$ cat src/rtl/ple_ram.sv
module ple_ram #(
  parameter int WIDTH = 8,
  parameter int DEPTH = 16
) (
  input  logic                     clk_i,
  input  logic                     we_i,
  input  logic [$clog2(DEPTH)-1:0] waddr_i,
  input  logic [WIDTH-1:0]         wdata_i,
  input  logic [$clog2(DEPTH)-1:0] raddr_i,
  output logic [WIDTH-1:0]         rdata_o
);

  logic [WIDTH-1:0] mem_q [DEPTH];
  logic [WIDTH-1:0] rdata_q;

  always_ff @(posedge clk_i) begin
    if (we_i) begin
      mem_q[waddr_i] <= wdata_i;
    end
    rdata_q <= mem_q[raddr_i];
  end

  assign rdata_o = rdata_q;

endmodule

$ cat config.mk
export PLATFORM = sky130hd
export DESIGN_NAME = ple_ram
export DESIGN_NICKNAME = d
export VERILOG_FILES = /design/src/rtl/ple_ram.sv
export SDC_FILE = /design/constraint.sdc
export NUM_CORES = 1
export LEC_CHECK = 0
export ABC_AREA = 1
export BUFFER_PORTS_ARGS = -buffer_cell sky130_fd_sc_hd__buf_2
export CAP_MARGIN = 15
export CORE_MARGIN = 2
export CORE_UTILIZATION = 50
export CTS_CLUSTER_DIAMETER = 40
export DETAILED_ROUTE_END_ITERATION = 10
export HOLD_SLACK_MARGIN = 0.05
export PLACE_DENSITY = 0.67
export SLEW_MARGIN = 20
export SYNTH_ARGS = -nofsm -noshare
export SYNTH_HDL_FRONTEND = slang
export SYNTH_SLANG_ARGS = --single-unit
$ cat constraint.sdc
create_clock -name clk_i -period 3.2 [get_ports clk_i]
set_clock_uncertainty 0.1 [all_clocks]
set_input_delay 0.16 -clock clk_i [delete_from_list [all_inputs] [get_ports clk_i]]
set_output_delay 0.16 -clock clk_i [all_outputs]
set_load 0.005 [all_outputs]
==> metrics.yaml, run 1 <==
drt_iter0_drc: 337
rsz0062_at_grt: "no"
cts-htree-levels: 4
hold_ws_ps: 63.0
cts.sinks: 136
synthCells: 551
crit_top_cell: "nand3_1"
ant_nets: 0
netlist.area_leader.share_pct: 66.7
cts_tree: "built"
syn2layout_area_growth_pct: 12.8
drive_above_1_share_pct: 10.1
reg2reg_depth: 6
slowest_delay_ps: 530
initial_core_util_pct: 50.9
die_x_um: 111
cp_slowest_cell: "buf_2"
worstReg2RegStart: "mem_q[7][4]"
synthFlopType: "edfxtp_1"
crit_chain: "buf_2 -> inv_2 -> nand3_1 -> nand3_1 -> nand3_1 -> nand2_1"
max-cap-violations: 0
final_nets: 592
p_leak_nw: 2.80
synth.distinct_cells: 12
synth-seq-cells: 136
clock.fmax_mhz: 667
grt_first_pass_wirelength_mm: 19.9
rows: 39
grt_start_max_net_pins: 65
core_um2: 11300
worst-r2r-setup-slack_ps: 2060
drtPass1Iterations: 4
irDropWorstVdd_v: 0.000294
grt_pass1_vias: 3673
path_clk_slew_ps: 60
synth_most_common_cell: "nand2_1"
cp.required_ps: 3410
ys_seq_area_share_pct: 69.4
period_share_pct: 46.9
cp-end-kind: "flip-flop"
antenna_cells: 0
io_pins: 26
syn_nets: 569
post_drt_wl_per_cell_um: 17.3
slew_viol_final: 0
num_vias: 3724
netlist_area_um2: 5770
antenna_found_initial: 0
drc: 0
worstPathMaxFanout: 33
die_h_um: 111
synth_top_area_cell: "edfxtp_1"
hold_path.class: "primary input to flip-flop"
powerDensity_nw_per_um2: 636
yosys-top-cells-area: "edfxtp_1 (67%), nand2_1 (11%), nand3_1 (8.4%), inv_1 (6.5%), dfxtp_1 (2.8%)"
cts_buffers: 17
setup_ws_ps: 1700
critical_path.startpoint: "raddr_i[1]"
cts_buffer_depth: 2
cts-root-buf: "clkbuf_16"
ys_warn_count: 0
die_area_um2: 12400
io_buffer_count: 25
critPathKind: "primary input to flip-flop"
async_flop_share_pct: 0
r2r_end: "rdata_o[4]"
crit_path_start_kind: "primary input"
cp-endpoint: "rdata_o[1]"
path_delay_family: "buffers and inverters"
crit_cells: 6
gp_congestion: 0.829
clk_latency_ps: 430
setup_viol: 0
synth-edff-count: 128
outcome: "finished clean"
min_period_ps: 1500
hpwlAfterDp_mm: 7.57
maxSlewHeadroom_pct: 45.0
tightest_slew_ps: 822
hold_viol: 0
grt.overflow.total: 0
grt_usage_pct: 21.5
dp_worst_setup_slack_ps: 1230
cp_num_buf_inv: 2
avgSynthCellArea_um2: 10.5
via_per_inst: 5.10
drt-total-wl_mm: 12.7
ys_top_cells_by_count: "nand2_1 (173), edfxtp_1 (128), inv_1 (100)"
setup_tns_ps: 0
cp.arrival_ps: 1710
-- layer usage --
layer  up-vias  GRT usage, %  part of all wire (%)
met5         -             0                     0
met4         0          7.24                   1.9
met3        18          4.84                   5.0
met2       106          34.6                    49
met1      1781          29.3                    44
li1       1819             -                     -
-- power breakdown --
part / internal [W] / switching, W / total (W)
Clock: 0.00115 / 0.000754 / 0.00190
Sequential: 0.00199 / 0.0000128 / 0.00200
Combinational: 0.0000632 / 0.000166 / 0.000229
-- stage by stage --
step	instances	area, um^2	utilization (%)	total power (W)
2_1_floorplan	551	5770	-	0.00218
3_3_place_gp	697	5920	52.3	0.00227
3_5_place_dp	697	5920	52.3	0.00227
4_1_cts	730	6510	57.5	0.00416
5_1_grt	730	6510	57.5	0.00426
6_report	730	6510	57.5	0.00414
-- worst min-delay path by stage --
| stage | cells after the start | from | endpoint |
|---|---|---|---|
| finish | 1 | wdata_i[3] | mem_q[1][3] |
| global route | 1 | wdata_i[5] | mem_q[1][5] |
| CTS | 1 | wdata_i[5] | mem_q[5][5] |
| detailed placement | 1 | rdata_o[4] | rdata_o[4] |
| global placement | 3 | raddr_i[3] | rdata_o[4] |
| floorplan | 0 | wdata_i[0] | mem_q[0][0] |
-- flip-flops by register name, indices dropped and copies added, names as in the netlist --
register	flops
rdata_o	8
mem_q	128
-- kinds of logic after synthesis --
family                 Yosys count  synth area share, %
flip-flops                     136                 69.4
buffers and inverters          126                 9.52
AND/OR/NAND/NOR                289                 21.0
-- cell type report --
| class | count | area (um^2) |
|---|---|---|
| Clock buffer | 18 | 429 |
| Inverter | 102 | 383 |
| Clock inverter | 14 | 149 |
| Timing Repair Buffer | 28 | 150 |
| Multi-Input combinational cell | 289 | 1210 |
| Fill cell | 968 | 4810 |
| Tap cell | 143 | 179 |
| Sequential cell | 136 | 4000 |
-- cell usage in the layout, fill, tap and decap left out, types with 2 or more instances in the layout --
| master | n |
|---|---|
| dfxtp_1 | 8 |
| clkinv_4 | 2 |
| edfxtp_1 | 128 |
| nor2_1 | 17 |
| inv_2 | 2 |
| clkbuf_16 | 17 |
| nand3_1 | 97 |
| clkinvlp_4 | 3 |
| buf_4 | 2 |
| buf_2 | 25 |
| nand2_1 | 173 |
| bufinv_16 | 2 |
| clkinv_2 | 2 |
| inv_6 | 4 |
| inv_1 | 100 |
| nand3b_1 | 2 |
-- timing repair --
item	in CTS	in global routing
hold endpoints to repair	7	0
setup buffers	0	0
resized for setup	0	0
hold buffers	1	0
Power figures use the tool's default switching activity.
==> inputs of run 2 (changes only) <==
--- a/config.mk
+++ b/config.mk
@@ -13,7 +13,7 @@
 export CTS_CLUSTER_DIAMETER = 40
 export DETAILED_ROUTE_END_ITERATION = 10
 export HOLD_SLACK_MARGIN = 0.05
-export PLACE_DENSITY = 0.67
+export PLACE_DENSITY = 0.7
 export SLEW_MARGIN = 20
 export SYNTH_ARGS = -nofsm -noshare
 export SYNTH_HDL_FRONTEND = slang
==> constraint.sdc (replaced) <==
create_clock -name clk_i -period 1.3 [get_ports clk_i]
set_clock_uncertainty 0.1 [all_clocks]
set_input_delay 0.065 -clock clk_i [delete_from_list [all_inputs] [get_ports clk_i]]
set_output_delay 0.065 -clock clk_i [all_outputs]
set_load 0.005 [all_outputs]
==> run 2 against run 1 <==
  * Cell count is 4.4% higher
  * Wire length grew 2.3%
  * Core utilization is 2.7 points higher
  * Worst setup slack lost 1500 ps
  * Clock power increased by 140%
  * Sequential power increased by 150%
  * Critical path type is now flip-flop to flip-flop
  * Largest cell class unchanged
  * Highest routed layer unchanged
==> metrics.yaml, run 2 (synthesized netlist as in run 1, its figures left out) <==
period_share_pct: 87.2
worst-r2r-setup-slack_ps: 170  # -1890 ps
worstReg2RegStart: "mem_q[5][6]"
post_cts.repair.setup_buffers: 0  # unchanged
drt-total-wl_mm: 13.0  # +2.3%
crit_path_start_kind: "flip-flop"
cts_buffers: 17  # unchanged
setup_tns_ps: 0  # unchanged
critical_path.startpoint: "mem_q[5][6]"
largest_reg_flops: 128  # unchanged
tightest_slew_ps: 423  # -399 ps
fillCellCount: 922  # -4.8%
cts.sinks: 136  # unchanged
hold_ws_ps: 84.9  # +21.8 ps
drive_above_1_share_pct: 13.2  # +3.2 points
critPathKind: "flip-flop to flip-flop"
worstPathMaxFanout: 1  # -97%
final_common_cell: "nand2_1"
cellInternalPower_w: 0.00791  # +150%
post_drt_wl_per_cell_um: 17.0  # -2.0%
num_vias: 3942  # +5.9%
rows: 39  # unchanged
pwr-share-seq_pct: 48.8  # +0.4 points
cp-end-kind: "flip-flop"
hpwlAfterDp_mm: 8.03  # +6.1%
die_h_um: 111  # unchanged
grt_pass1_vias: 3798  # +3.4%
cts-htree-levels: 4  # unchanged
via_per_inst: 5.17  # +1.4%
drt_iter0_drc: 282  # -16%
r2r_end: "rdata_o[6]"
hold_viol: 0  # unchanged
io_buffer_count: 25  # unchanged
reg2reg_depth: 6  # unchanged
core_um2: 11300  # unchanged
drc: 0  # unchanged
setup_viol: 0  # unchanged
ant_nets: 0  # unchanged
clock.fmax_mhz: 882
grt_start_max_net_pins: 47  # -28%
powerDensity_nw_per_um2: 1480  # +130%
cts_tree: "built"
die_area_um2: 12400  # unchanged
irDropWorstVdd_v: 0.00103  # +250%
maxSlewHeadroom_pct: 71.8  # +27 points
hold_path.class: "primary input to flip-flop"
min_period_ps: 1130
grt_first_pass_wirelength_mm: 20.4  # +2.3%
post_cts_resized: 0  # unchanged
final_nets: 624  # +5.4%
initial_core_util_pct: 50.9  # unchanged
clock_power_share_pct: 44.8  # -1.2 points
outcome: "finished clean"
p_comb_share_pct: 6.4  # +0.9 points
die_x_um: 111  # unchanged
cts_buffer_depth: 2  # unchanged
grt_usage_pct: 22.0  # +0.58 points
largest_register: "mem_q"
max-cap-violations: 0  # unchanged
io_pins: 26  # unchanged
gp_congestion: 0.872  # +5.1%
cts-root-buf: "clkbuf_16"
p_leak_nw: 2.97  # +6.0%
antenna_found_initial: 0  # unchanged
swShare_pct: 21.8  # -0.77 points
whs_path_depth: 6  # +5
grt.overflow.total: 0  # unchanged
syn2layout_area_growth_pct: 18.2
antenna_cells: 0  # unchanged
slew_viol_final: 0  # unchanged
path_clk_slew_ps: 60  # about the same
cp.required_ps: 1500  # -1910 ps
cp-endpoint: "rdata_o[6]"
rsz0062_at_grt: "no"
final_cell_mix: "nand2_1 (173), edfxtp_1 (128), inv_1 (100)"
switching_power_w: 0.00220  # +140%
cp.arrival_ps: 1340  # -370 ps
drtPass1Iterations: 5  # +1
clk_latency_ps: 420  # about the same
-- run 2: cell count changes in the layout (fill, tap and decap cells not counted) --
cell / delta
clkinv_2: +2
clkinv_1: +1
clkinv_4: -1
dlygate4sd3_1: +8
buf_12: +5
inv_6: -4
buf_4: +19
clkinvlp_4: +2
-- run 2: timing repair --
| item | in CTS | in global routing |
|---|---|---|
| endpoints found under the setup margin | 0 | 0 |
| hold buffers | 9 | 0 |
| endpoints found under the hold margin | 136 | 0 |
-- run 2: through the flow --
stage	worst slack, ps	total power [W]	instances	area [um^2]	util, %
final	166	0.0101	762	6820	60.2
after global routing	84.8	0.0104	762	6820	60.2
after CTS	168	0.0102	762	6820	60.2
after detailed placement	36.9	0.00565	721	6160	54.4
after global placement	53.2	0.00563	721	6160	54.4
after floorplan	184	0.00537	551	5770	-
-- run 2: area by class of cell --
| class | count | area (um^2) | area share [%] |
|---|---|---|---|
| clock buffers | 18 | 429 | 6.30 |
| clock inverters | 14 | 134 | 1.96 |
| inverters | 102 | 383 | 5.62 |
| multi-input cells | 289 | 1210 | 17.8 |
| flip-flops and latches | 136 | 4000 | 58.7 |
| well taps | 143 | 179 | 2.63 |
| repair buffers | 60 | 473 | 6.94 |
-- run 2: worst min path at each step --
stage	slack, ps	endpoint	start
after floorplan	60	mem_q[0][0]	wdata_i[0]
after global placement	340	rdata_o[6]	raddr_i[3]
after detailed placement	350	rdata_o[6]	rdata_o[6]
after CTS	70	rdata_o[4]	raddr_i[2]
after global routing	110	rdata_o[6]	raddr_i[2]
final	80	rdata_o[4]	raddr_i[2]
-- run 2: per-layer routing --
metal  part of all wire [%]  routed length, um  vias to the layer above  GRT usage (%)
li1                       -                  -                     1888              -
met1                     43               5510                     1888           28.9
met2                     48               6270                      139           35.7
met3                    6.1                795                       27           4.74
met4                    2.9                371                        0           9.96
met5                      0                  0                        -              0
-- run 2: power by group through the flow --
stage	clock network (W)	registers (W)	logic [W]
5_1_grt	0.00475	0.00494	0.000713
2_1_floorplan	0	0.00502	0.000346
3_3_place_gp	0	0.00502	0.000608
3_5_place_dp	0	0.00502	0.000623
4_1_cts	0.00458	0.00493	0.000649
6_report	0.00453	0.00493	0.000647
-- run 2: worst max-delay path, cell delays in order (launching register included) --
cell      delay, ps
edfxtp_1        350
inv_1            60
nand2_1          50
nand3_1         100
nand3_1         110
nand3_1         170
nand2_1          80
==> inputs of run 3 (changes only) <==
--- a/config.mk
+++ b/config.mk
@@ -10,6 +10,7 @@
 export CAP_MARGIN = 15
 export CORE_MARGIN = 2
 export CORE_UTILIZATION = 50
+export CTS_BUF_LIST = sky130_fd_sc_hd__clkbuf_8 sky130_fd_sc_hd__clkbuf_16
 export CTS_CLUSTER_DIAMETER = 40
 export DETAILED_ROUTE_END_ITERATION = 10
 export HOLD_SLACK_MARGIN = 0.05
==> run 3 against run 2 <==
  * Non-clock buffer count stayed put
  * Cell count stayed put
  * Register-to-register slack hardly changed
  * Clock power hardly changed
  * First-iteration DRC count is 0.35% higher
  * Via count is 0.38% lower
  * Wire length hardly changed
  * Worst setup slack worse by 6.1 ps
  * Core utilization stayed put
  * Critical endpoint unchanged
  * Largest power group unchanged
==> metrics.yaml, run 3 (synthesized netlist as in run 1, its figures left out) <==
drtPass1Iterations: 5  # unchanged
grt_busiest_layer: "met2"
antenna_found_initial: 0  # unchanged
die_h_um: 111  # unchanged
final_nets: 624  # unchanged
post_drt_wl_per_cell_um: 17.0  # about the same
ant_nets: 0  # unchanged
hpwlAfterDp_mm: 8.03  # unchanged
cts.sinks: 136  # unchanged
min_period_ps: 1140  # +6.06 ps
grt.overflow.total: 0  # unchanged
via_per_inst: 5.15  # -0.38%
stdcell_count: 762  # unchanged
cts_buffers: 17  # unchanged
cts-root-buf: "clkbuf_16"
cp.arrival_ps: 1340  # about the same
path_clk_slew_ps: 60  # about the same
num_vias: 3927  # -0.38%
rows: 39  # unchanged
worstPathMaxFanout: 1  # unchanged
hold_viol: 0  # unchanged
initial_core_util_pct: 50.9  # unchanged
hold_path.class: "primary input to flip-flop"
cts-htree-levels: 4  # unchanged
dp_cells: 721  # unchanged
max-cap-violations: 0  # unchanged
grt_pass1_vias: 3798  # unchanged
critPathKind: "flip-flop to flip-flop"
largest_reg_flops: 128  # unchanged
core_um2: 11300  # unchanged
clk_latency_ps: 410  # about the same
irDropWorstVdd_v: 0.00103  # about the same
drt_iter0_drc: 283  # +0.35%
largest_register: "mem_q"
final_common_cell: "nand2_1"
cp.required_ps: 1500  # about the same
drive_above_1_share_pct: 13.2  # unchanged
cts_tree: "built"
met1_usage_pct: 28.9  # unchanged
final_core_util_pct: 60.2  # unchanged
drc: 0  # unchanged
crit_path_start_kind: "flip-flop"
p_leak_nw: 2.98  # +0.14%
tightest_slew_ps: 427  # +3.31 ps
period_share_pct: 87.7  # +0.47 points
slew_viol_final: 0  # unchanged
cp-end-kind: "flip-flop"
die_area_um2: 12400  # unchanged
io_pins: 26  # unchanged
grt_first_pass_wirelength_mm: 20.4  # unchanged
maxSlewHeadroom_pct: 71.6  # -0.22 points
die_x_um: 111  # unchanged
hold_ws_ps: 81.2  # -3.72 ps
clock.fmax_mhz: 877  # -0.53%
gp_congestion: 0.872  # unchanged
setup_viol: 0  # unchanged
grtUsageMet3_pct: 4.74  # unchanged
outcome: "finished clean"
grt.met2_usage_pct: 35.7  # unchanged
grt_usage_pct: 22.0  # unchanged
drt-total-wl_mm: 13.0  # about the same
grt_start_max_net_pins: 47  # unchanged
syn2layout_area_growth_pct: 18.2  # unchanged
io_buffer_count: 25  # unchanged
cts_buffer_depth: 2  # unchanged
antenna_cells: 0  # unchanged
powerDensity_nw_per_um2: 1480  # about the same
final_cell_mix: "nand2_1 (173), edfxtp_1 (128), inv_1 (101)"
p_total_w: 0.0101  # about the same
rsz0062_at_grt: "no"
setup_tns_ps: 0  # unchanged
## run 3: changes by cell type in the layout (fill, tap and decap cells not counted), sizes merged
| cell | before | now |
|---|---|---|
| inv | 102 | 103 |
| clkbuf | 18 | 17 |
## run 3: worst paths after layout
| check | from | end | slack, ps | depth (start not counted) |
|---|---|---|---|---|
| worst min-delay path | raddr_i[2] | rdata_o[4] | 80 | 6 |
| worst max register to register | mem_q[5][6] | rdata_o[6] | 160 | 6 |
| worst max-delay path | mem_q[5][6] | rdata_o[6] | 160 | 6 |
| worst min register to register | mem_q[10][6] | rdata_o[6] | 570 | 6 |
## run 3: area by class of cell
type,instances,area (um^2)
Timing Repair Buffer,60,473
Clock inverter,15,138
Multi-Input combinational cell,289,1210
Fill cell,922,4510
Tap cell,143,179
Sequential cell,136,4000
Inverter,102,383
Clock buffer,17,425
## run 3: report_power, final
group	internal (W)	switching, W	total, W	leakage [nW]
combinational	0.000219	0.000429	0.000648	1.49
clock	0.00278	0.00174	0.00452	0.267
sequential	0.00490	0.0000292	0.00493	1.22
## run 3: timing repair
action | 4_1_cts | 5_1_grt
gates resized for setup | 0 | 0
hold endpoints to repair | 136 | 0
buffers inserted | 0 | 0
hold buffers | 9 | 0
## run 3: layer usage
layer  up-vias  wire length (um)
li1       1888                 -
met1      1877              5490
met2       137              6310
met3        25               806
met4         0               347
met5         -                 0
## run 3: metrics by stage
step,instance area (um^2),worst slack [ps]
2_1_floorplan,5770,184
3_3_place_gp,6160,53.2
3_5_place_dp,6160,36.9
4_1_cts,6820,169
5_1_grt,6820,84.8
6_report,6820,160
## run 3: critical path, stage by stage (launching register included)
cell	delay (ps)
edfxtp_1	350
inv_1	60
nand2_1	50
nand3_1	100
nand3_1	110
nand3_1	170
nand2_1	80
